### src/design/lrutc_pkg.sv
package lrutc_pkg;

    localparam int ENTRIES = 32;
    localparam int IDX_W   = $clog2(ENTRIES);
    localparam int CNT_W   = $clog2(ENTRIES + 1);

    localparam logic [2:0] OP_ADD   = 3'd0;
    localparam logic [2:0] OP_GET   = 3'd1;
    localparam logic [2:0] OP_DEL   = 3'd2;
    localparam logic [2:0] OP_PROBE = 3'd3;
    localparam logic [2:0] OP_CLEAR = 3'd4;

    localparam logic [1:0] ST_OK      = 2'd0;
    localparam logic [1:0] ST_MISS    = 2'd1;
    localparam logic [1:0] ST_INVALID = 2'd2;
    localparam logic [1:0] ST_FULL    = 2'd3;

    typedef struct packed {
        logic [2:0]  opcode;
        logic [63:0] key;
        logic [23:0] entry_bytes;
        logic [31:0] descriptor;
    } t_req;

    typedef struct packed {
        logic [1:0]  status;
        logic        is_eviction;
        logic [63:0] result_key;
        logic [23:0] result_bytes;
        logic [31:0] result_descriptor;
        logic [31:0] total_bytes;
        logic        last;
    } t_res;

    typedef enum logic [2:0] {
        ACT_NONE,
        ACT_EVICT,
        ACT_INSERT,
        ACT_GET,
        ACT_DEL,
        ACT_CLEAR
    } t_act;

    typedef struct packed {
        logic       latch;
        logic       lookup;
        logic       emit;
        t_act       act;
        logic [1:0] status;
        logic       last;
    } t_cmd;

    typedef struct packed {
        logic [2:0] opcode;
        logic       key_zero;
        logic       size_zero;
        logic       hit;
        logic       over;
        logic       empty;
        logic       full;
    } t_stat;

endpackage

### src/design/lrutc_ctrl.sv
module lrutc_ctrl
    import lrutc_pkg::*;
(
    input  logic  i_clk,
    input  logic  i_rst_n,
    input  logic  start,
    output logic  busy,
    input  t_stat i_stat,
    output t_cmd  o_cmd
);

    typedef enum logic [2:0] {
        S_IDLE = 3'b001,
        S_LOOK = 3'b010,
        S_EXEC = 3'b100
    } t_state;

    t_state r_state, n_state;

    assign busy = (r_state != S_IDLE);

    always_comb begin
        n_state      = r_state;
        o_cmd        = '0;
        o_cmd.act    = ACT_NONE;
        o_cmd.status = ST_OK;
        case (r_state)
            S_IDLE: begin
                if (start) begin
                    o_cmd.latch = 1'b1;
                    n_state     = S_LOOK;
                end
            end
            S_LOOK: begin
                o_cmd.lookup = 1'b1;
                n_state      = S_EXEC;
            end
            S_EXEC: begin
                o_cmd.emit = 1'b1;
                o_cmd.last = 1'b1;
                n_state    = S_IDLE;
                case (i_stat.opcode)
                    OP_ADD: begin
                        if (i_stat.key_zero || i_stat.size_zero || i_stat.hit) begin
                            o_cmd.status = ST_INVALID;
                        end else if (i_stat.over && !i_stat.empty) begin
                            // one eviction per cycle, re-check next cycle
                            o_cmd.act  = ACT_EVICT;
                            o_cmd.last = 1'b0;
                            n_state    = S_EXEC;
                        end else if (i_stat.full) begin
                            o_cmd.status = ST_FULL;
                        end else begin
                            o_cmd.act = ACT_INSERT;
                        end
                    end
                    OP_GET: begin
                        if (i_stat.key_zero) begin
                            o_cmd.status = ST_INVALID;
                        end else if (!i_stat.hit) begin
                            o_cmd.status = ST_MISS;
                        end else begin
                            o_cmd.act = ACT_GET;
                        end
                    end
                    OP_DEL: begin
                        if (i_stat.key_zero) begin
                            o_cmd.status = ST_INVALID;
                        end else if (!i_stat.hit) begin
                            o_cmd.status = ST_MISS;
                        end else begin
                            o_cmd.act = ACT_DEL;
                        end
                    end
                    OP_PROBE: begin
                        if (i_stat.key_zero) begin
                            o_cmd.status = ST_INVALID;
                        end else if (!i_stat.hit) begin
                            o_cmd.status = ST_MISS;
                        end
                    end
                    OP_CLEAR: begin
                        o_cmd.act = ACT_CLEAR;
                    end
                    default: begin
                        o_cmd.status = ST_INVALID;
                    end
                endcase
            end
            default: begin
                n_state = S_IDLE;
            end
        endcase
    end

    always_ff @(posedge i_clk) begin
        if (!i_rst_n) begin
            r_state <= S_IDLE;
        end else begin
            r_state <= n_state;
        end
    end

endmodule

### config.mk
export PLATFORM = sky130hd
export DESIGN_NAME = lrutc_ctrl
export DESIGN_NICKNAME = d
export VERILOG_FILES = /design/src/design/lrutc_pkg.sv /design/src/design/lrutc_ctrl.sv
export SDC_FILE = /design/constraint.sdc
export NUM_CORES = 1
export LEC_CHECK = 0
export BUFFER_PORTS_ARGS = -buffer_cell sky130_fd_sc_hd__buf_2
export CAP_MARGIN = 30
export CORE_AREA = 2 2 39 41
export DETAILED_ROUTE_END_ITERATION = 10
export DIE_AREA = 0 0 41 43
export SLEW_MARGIN = 20
export SYNTH_ARGS = -nofsm -noshare
export SYNTH_HDL_FRONTEND = slang
export SYNTH_SLANG_ARGS = --single-unit
export TNS_END_PERCENT = 10
### constraint.sdc
create_clock -name i_clk -period 3.25 [get_ports i_clk]
set_input_delay 0.1625 -clock i_clk [delete_from_list [all_inputs] [get_ports i_clk]]
set_output_delay 0.1625 -clock i_clk [all_outputs]
set_load 0.03 [all_outputs]
==> flow_metrics.tcl, run 1 <==
set metrics [dict create \
    grt_max_degree 8 \
    grt_pass1_vias 347 \
    core_region_area_mm2 0.00138 \
    wirelength_um 778 \
    seqCellArea_um2 60.1 \
    worst_pin_slew_ns 0.315 \
    gp_congestion 0.721 \
    ys_seq_area_share_pct 19.4 \
    clkSinkCount 3 \
    diodes 0 \
    synthXorXnorAreaFrac_pct 0 \
    critPathMaxFanout 7 \
    grt-ovfl-total 0 \
    die_w_um 41 \
    grt_pass1_wl_um 1250 \
    drv_slew 0 \
    max_freq_mhz 593 \
    top_regs "r_state: 3 flops" \
    multiInputGateArea_um2 249 \
    post-route-min-period_ns 1.69 \
    ir_drop_uv 106 \
    p_sw_share_pct 29.4 \
    chipHeight_um 43 \
    fin_skew_ns 0.000142 \
    dp.cells 79 \
    hp-class "input port to flop" \
    synth_seq_cells 3 \
    hold_violations 0 \
    cts_tree "done" \
    critPathKind "flop to output port" \
    crit_slowest_cell "dfxtp_1" \
    pwr-share-comb_pct 24.3 \
    crit_chain "nor3b_4, o21ai_2, o21ba_1, buf_2" \
    cts_hold_buf 0 \
    synthCells 42 \
    fin_nets 80 \
    vias 384 \
    numCtsBuffers 3 \
    p_clk_share_pct 45.7 \
    io_pins 22 \
    antenna_left 0 \
    drc_errors 0 \
    p_leak_nw 0.233 \
    fillers 160 \
    htree_levels 1 \
    dr.pass1.iters 4 \
    area_growth_pct 49.0 \
    switchingPower_mw 0.0418 \
    endpoint_kind "output port" \
    largest_reg_flops 3 \
    drt_iter0_drc 5 \
    syn_nets 54 \
    cp-start-kind "flop" \
    netlist-cell-type-count 23 \
    initial_core_util_pct 22.3 \
    postCtsResizedCells 0 \
    synth_compound_area_share_pct 23.5 \
    powerDensity_mw_per_mm2 308 \
    p_int_mw 0.100 \
    fin_cells 83 \
    avgRoutedWirePerCell_um 9.37 \
    grt_usage_pct 10.1 \
    yosys_warnings 0 \
    drive_gt1_share_pct 44.8 \
    portBuffers 21 \
    slew_headroom_pct 79.0 \
    via_per_inst 4.63 \
    yosys-mux-area-fraction_pct 3.64 \
    syn_area_per_cell_um2 7.36 \
    antenna_found_initial 0 \
    finalCritPeriodShare_pct 51.9 \
    crit_arrival_ns 1.52 \
    cap_violations 0 \
    slowest_delay_ns 0.40 \
    fin_tns_setup_ns 0 \
    largest_register "r_state" \
    setup_viol_count_final 0 \
    placementRows 14 \
    clk_pin_slew_ns 0.04 \
    rsz0062_at_grt "false" \
    die_area_mm2 0.00176 \
    synthSimpleGateAreaFrac_pct 53.4 \
    p_seq_share_pct 30.0 \
    syn-cell-area_um2 309 \
    postCtsSetupBuffers 0 \
    synth_top_family_by_area "simple AND/OR/NAND/NOR gates" \
    cts_root_buffer "clkbuf_4" \
    cts_max_path_buffers 2 \
    clk_latency_ns 0.23 \
    hpwl_um 634 \
    status "finished clean" \
    required_ns 3.09 \
    synthAdderAreaFrac_pct 0 \
]
[cells in the final DEF (no fill, tap or decap), types with 2 or more instances in the layout]
cell type	n
buf_2	21
clkbuf_4	3
nand2b_1	3
nor3_1	4
nand2_1	4
nor2_1	8
dfxtp_1	3
nor3b_1	2
a21oi_1	2
[metrics by stage]
stage          power, mW  util (%)  hold slack [ns]  worst slack [ns]  cell area, um2
6_report           0.142      33.3            0.171              1.56             460
5_1_grt            0.156      33.3            0.179              1.45             460
4_1_cts            0.146      33.3            0.163              1.55             460
3_5_place_dp      0.0777      31.4            0.409              1.81             434
3_3_place_gp      0.0779      31.4            0.410              1.80             434
2_1_floorplan     0.0628         -            0.270              1.67             309
[power by group through the flow]
stage | combinational [mW] | clock [mW] | sequential [mW]
after floorplan | 0.0204 | 0 | 0.0425
after global placement | 0.0348 | 0 | 0.0431
after detailed placement | 0.0346 | 0 | 0.0431
after CTS | 0.0347 | 0.0683 | 0.0427
after global routing | 0.0388 | 0.0742 | 0.0429
final | 0.0344 | 0.0648 | 0.0426
[critical path: cells and delay by family, from the launching register on]
family,cells,cell delay (ns)
buffers and inverters,1,0.19
DFF,1,0.40
AOI/OAI and AO/OA,2,0.34
and+or+nand+nor,1,0.35
[per-layer routing]
metal	vias up	GRT usage (%)	wire length, um	part of all wire [%]
met5	-	0	0	0
met4	0	4.00	0	0
met3	0	4.19	104	13
met2	23	15.3	334	43
met1	158	12.1	339	44
li1	203	-	-	-
[layout make-up]
class / instances / area share [%]
multi-input combinational: 39 / 54.1
timing repair buffer: 21 / 22.8
sequential: 3 / 13.0
clock buffer: 4 / 5.71
tap: 16 / 4.35
[cell usage after synthesis (all sizes together)]
library cell	n	area share [%]
nor4bb	1	3.2
nor2	8	9.7
mux2	1	3.6
o21ba	1	3.2
a21oi	2	3.2
nand3	1	1.6
a21boi	1	2.4
nor2b	1	2.0
o21a	1	2.4
nor3b	3	11
a31o	1	2.8
and4bb	1	4.0
o22a	1	2.8
nand2	4	4.9
dfxtp	3	19
a31oi	1	2.0
o21ai	2	4.5
and3	1	2.4
nand2b	3	6.1
and2	1	2.0
nor3	4	6.5
[cells by family (layout without fill, tap and decap cells)]
family                 Yosys count  after routing
DFF                              3              3
muxes                            1              1
and+or+nand+nor                 28             28
buffers and inverters            0             25
AOI/OAI and AO/OA               10             10
[worst paths after layout]
check	from	endpoint	cells past startpoint	slack [ns]
worst max-delay path	r_state[2]	o_cmd[3]	4	1.56
worst min-delay path	i_rst_n	r_state[0]	2	0.17
worst max register to register	r_state[1]	r_state[0]	3	2.09
worst min register to register	r_state[2]	r_state[0]	2	0.63
No activity file was read; power rests on OpenSTA's default activity.
==> run 2: changes to the inputs <==
- clock period: 3.25 -> 1.6 ns (I/O delays scaled with it)
==> flow_metrics.tcl, run 2 (same netlist as run 1, synthesis figures left out) <==
set metrics [dict create \
    setup_viol_count_final 0 \
    min-delay-start "i_rst_n" \
    slowest_delay_ns 0.36 \
    crit_buf_inv 1 \
    drive_gt1_share_pct 47.8 \
    drv_slew 0 \
    required_ns 1.52 \
    clk_latency_ns 0.23 \
    critPathMaxFanout 6 \
    grt_pass1_vias 367 \
    core_region_area_mm2 0.00138 \
    cap_violations 0 \
    gp_congestion 0.723 \
    whs_ns 0.0978 \
    wirelength_um 844 \
    grt_max_degree 7 \
    final_util_pct 34.4 \
    fin_tns_setup_ns 0 \
    grt_usage_pct 11.1 \
    hold_violations 0 \
    rsz0062_at_grt "false" \
    critPathKind "flop to output port" \
    numCtsBuffers 3 \
    fin_nets 82 \
    largest_register "r_state" \
    status "finished clean" \
    cts_root_buffer "clkbuf_4" \
    via_per_inst 4.66 \
    largest_reg_flops 3 \
    io_pins 22 \
    antenna_found_initial 0 \
    grt-ovfl-total 0 \
    crit_family "flip-flops" \
    avgRoutedWirePerCell_um 9.93 \
    mostFrequentLayoutCell "buf_2" \
    clkSinkCount 3 \
    max_freq_mhz 678 \
    fin_skew_ns 0.00147 \
    htree_levels 1 \
    vias 396 \
    cp-start-kind "flop" \
    drc_errors 0 \
    slew_headroom_pct 80.1 \
    worst_pin_slew_ns 0.297 \
    setup_slack_ns 0.124 \
    crit_chain "nor3b_4, o21ai_2, o21ba_1, buf_2" \
    endpoint_kind "output port" \
    initial_core_util_pct 22.3 \
    top_regs "r_state: 3 flops" \
    setup.worst_path.start "r_state[1]" \
    hpwl_um 668 \
    antenna_left 0 \
    drt_iter0_drc 5 \
    power_mw 0.290 \
    chipHeight_um 43 \
    cts_max_path_buffers 2 \
    placementRows 14 \
    clk_pin_slew_ns 0.04 \
    crit_arrival_ns 1.40 \
    ir_drop_uv 158 \
    dr.pass1.iters 3 \
    r2r_start "r_state[0]" \
    p_leak_nw 0.245 \
    hp-class "input port to flop" \
    cts_tree "done" \
    portBuffers 21 \
    crit_slowest_cell "dfxtp_1" \
    place_ws_ns 0.245 \
    finalCritPeriodShare_pct 92.2 \
    diodes 0 \
    die_w_um 41 \
    grt_pass1_wl_um 1330 \
    fillers 151 \
    post-route-min-period_ns 1.48 \
    multiInputGateArea_um2 249 \
    seqCellArea_um2 61.3 \
    area_growth_pct 54.3 \
    layout_common_cells "21 x buf_2, 8 x nor2_1, 4 x nor3_1, 4 x nand2_1" \
    powerDensity_mw_per_mm2 607 \
    die_area_mm2 0.00176 \
]
==> run 2: cell types whose count changed in the layout (fill, tap and decap cells not counted) <==
cell / change
dfxtp_1: -1
buf_4: +2
dfxtp_2: +1
==> run 2: layout make-up <==
class | instances | area share, %
Clock buffer | 4 | 5.51
Multi-Input combinational cell | 39 | 52.2
Sequential cell | 3 | 12.9
Tap cell | 16 | 4.20
Timing Repair Buffer | 23 | 25.2
==> run 2: per-layer routing <==
metal  track usage [%]  part of all wire (%)
met2              17.2                    48
met4              8.00                     0
met5                 0                     0
met3              3.14                    11
met1              12.2                    40
==> run 2: repair_timing <==
item	4_1_cts	5_1_grt
buffers inserted	2	0
gates cloned	0	0
setup endpoints to repair	1	1
hold buffers	0	0
gates resized for setup	0	1
==> run 2: stage by stage <==
step | cell area (um2) | std cells
after floorplan | 309 | 42
after global placement | 434 | 79
after detailed placement | 434 | 79
after CTS | 475 | 85
after global routing | 477 | 85
final | 477 | 85
==> run 2: path summary, 6_finish.rpt <==
path / slack (ns) / cells after the start / to
setup reg to reg: 0.44 / 4 / r_state[0]
hold reg to reg: 0.57 / 2 / r_state[0]
setup / recovery: 0.12 / 4 / o_cmd[3]
hold / removal: 0.1 / 2 / r_state[0]
==> run 2: power by group <==
group	switching, mW	internal, mW
Combinational	0.0406	0.0308
Sequential	0.00705	0.0793
Clock	0.0384	0.0934
Total	0.0860	0.204
==> run 3: changes to the inputs <==
- PLACE_DENSITY: unset -> 0.56
==> flow_metrics.tcl, run 3 (same netlist as run 1, synthesis figures left out) <==
set metrics [dict create \
    gp_congestion 0.670 \
    diodes 0 \
    min-delay-start "i_rst_n" \
    crit_chain "nor3b_4, o21ai_2, o21ba_1, buf_2" \
    grt-ovfl-total 0 \
    core_region_area_mm2 0.00138 \
    fin_skew_ns 0.00183 \
    hold_violations 0 \
    area_growth_pct 51.8 \
    wirelength_um 790 \
    cts_tree "done" \
    cts_max_path_buffers 2 \
    numCtsBuffers 3 \
    p_clk_share_pct 45.1 \
    grt_max_degree 7 \
    grt_pass1_vias 327 \
    crit_arrival_ns 1.41 \
    drc_errors 0 \
    finalCritPeriodShare_pct 92.8 \
    portBuffers 21 \
    via_per_inst 4.65 \
    vias 391 \
    die_area_mm2 0.00176 \
    cp-start-kind "flop" \
    hp-class "input port to flop" \
    cts_hold_buf 0 \
    p_seq_share_pct 30.2 \
    holdPathEnd "r_state[0]" \
    powerDensity_mw_per_mm2 611 \
    p_int_mw 0.203 \
    largest_reg_flops 3 \
    p_sw_share_pct 29.0 \
    chipHeight_um 43 \
    ir_drop_uv 230 \
    fin_nets 81 \
    antenna_found_initial 0 \
    r2r_start "r_state[1]" \
    drv_slew 0 \
    worstReg2RegEnd "r_state[0]" \
    io_pins 22 \
    slowest_delay_ns 0.36 \
    p_leak_nw 0.239 \
    hpwl_um 631 \
    mostFrequentLayoutCell "buf_2" \
    clkSinkCount 3 \
    fin_tns_setup_ns 0 \
    clk_pin_slew_ns 0.03 \
    required_ns 1.52 \
    htree_levels 1 \
    power_mw 0.287 \
    pwr-share-comb_pct 24.7 \
    largest_register "r_state" \
    crit_slowest_cell "dfxtp_1" \
    slew_headroom_pct 80.6 \
    dr.pass1.iters 4 \
    layout_common_cells "21 x buf_2, 8 x nor2_1, 4 x nor3_1, 4 x nand2_1" \
    grt_pass1_wl_um 1230 \
    grt_usage_pct 9.81 \
    drive_gt1_share_pct 47.1 \
    antenna_left 0 \
    max_freq_mhz 673 \
    critPathMaxFanout 6 \
    status "finished clean" \
    die_w_um 41 \
    avgRoutedWirePerCell_um 9.40 \
    critPathKind "flop to output port" \
    placementRows 14 \
    clk_latency_ns 0.23 \
    r2r_setup_slack_ns 0.45 \
    endpoint_kind "output port" \
    post-route-min-period_ns 1.49 \
    reg2regPathDepth 3 \
    initial_core_util_pct 22.3 \
    cts_root_buffer "clkbuf_4" \
    drt_iter0_drc 5 \
    top_regs "r_state: 3 flops" \
    cap_violations 0 \
    setup_viol_count_final 0 \
    worst_pin_slew_ns 0.290 \
    switchingPower_mw 0.0832 \
    rsz0062_at_grt "false" \
    min_path_cells 2 \
]
run 3: changes by cell type in the layout (fill, tap and decap cells not counted):
cell	previous run	this run
buf_4	2	1
run 3: final cells by class:
| cell class | count | area [um2] |
|---|---|---|
| clock buffer | 4 | 26.3 |
| sequential | 3 | 61.3 |
| fill | 155 | 915 |
| timing repair buffer | 22 | 113 |
| multi-input combinational | 39 | 249 |
| tap | 16 | 20.0 |
run 3: worst max-delay path by stage:
stage | startpoint | end | slack [ns] | depth (start not counted)
after detailed placement | r_state[2] | o_cmd[3] | 0.25 | 4
after floorplan | r_state[2] | o_cmd[4] | 0.10 | 3
after CTS | r_state[2] | o_cmd[3] | 0.04 | 4
after global routing | r_state[0] | o_cmd[3] | 0.002 | 4
after global placement | r_state[2] | o_cmd[3] | 0.29 | 4
final | r_state[0] | o_cmd[3] | 0.11 | 4
run 3: critical path: cells and delay by family, from the launching register on:
kind / cells / cell delay [ns]
flops: 1 / 0.36
compound gates: 2 / 0.32
simple gates: 1 / 0.30
buf+inv: 1 / 0.19
run 3: repair_timing:
action | in CTS | in global routing
pin swaps | 0 | 1
resized for setup | 0 | 1
endpoints found under the setup margin | 1 | 3
buffers inserted | 1 | 0
run 3: power groups by stage:
stage,sequential [mW],combinational [mW],clock (mW)
after floorplan,0.0862,0.0414,0
after global placement,0.0874,0.0710,0
after detailed placement,0.0875,0.0706,0
after CTS,0.0866,0.0708,0.137
after global routing,0.0872,0.0784,0.144
final,0.0865,0.0708,0.129
run 3: per-layer routing:
metal	vias to the layer above	wire length [um]	share of wire (%)	global-route usage, %
met2	24	328	42	15.9
met1	161	352	45	11.8
met5	-	0	0	0
li1	206	-	-	-
met4	0	0	0	2.00
met3	0	109	14	3.66
run 3: per-stage QoR:
step                      utilization (%)  hold WS (ns)  instance area (um2)  worst slack (ns)  cells
after floorplan                         -         0.188                  309             0.103     42
after global placement               31.4         0.336                  434             0.291     79
after detailed placement             31.4         0.334                  434             0.247     79
after CTS                            33.8        0.0902                  468            0.0427     84
after global routing                 33.9         0.110                  469           0.00205     84
final                                33.9        0.0971                  469             0.115     84
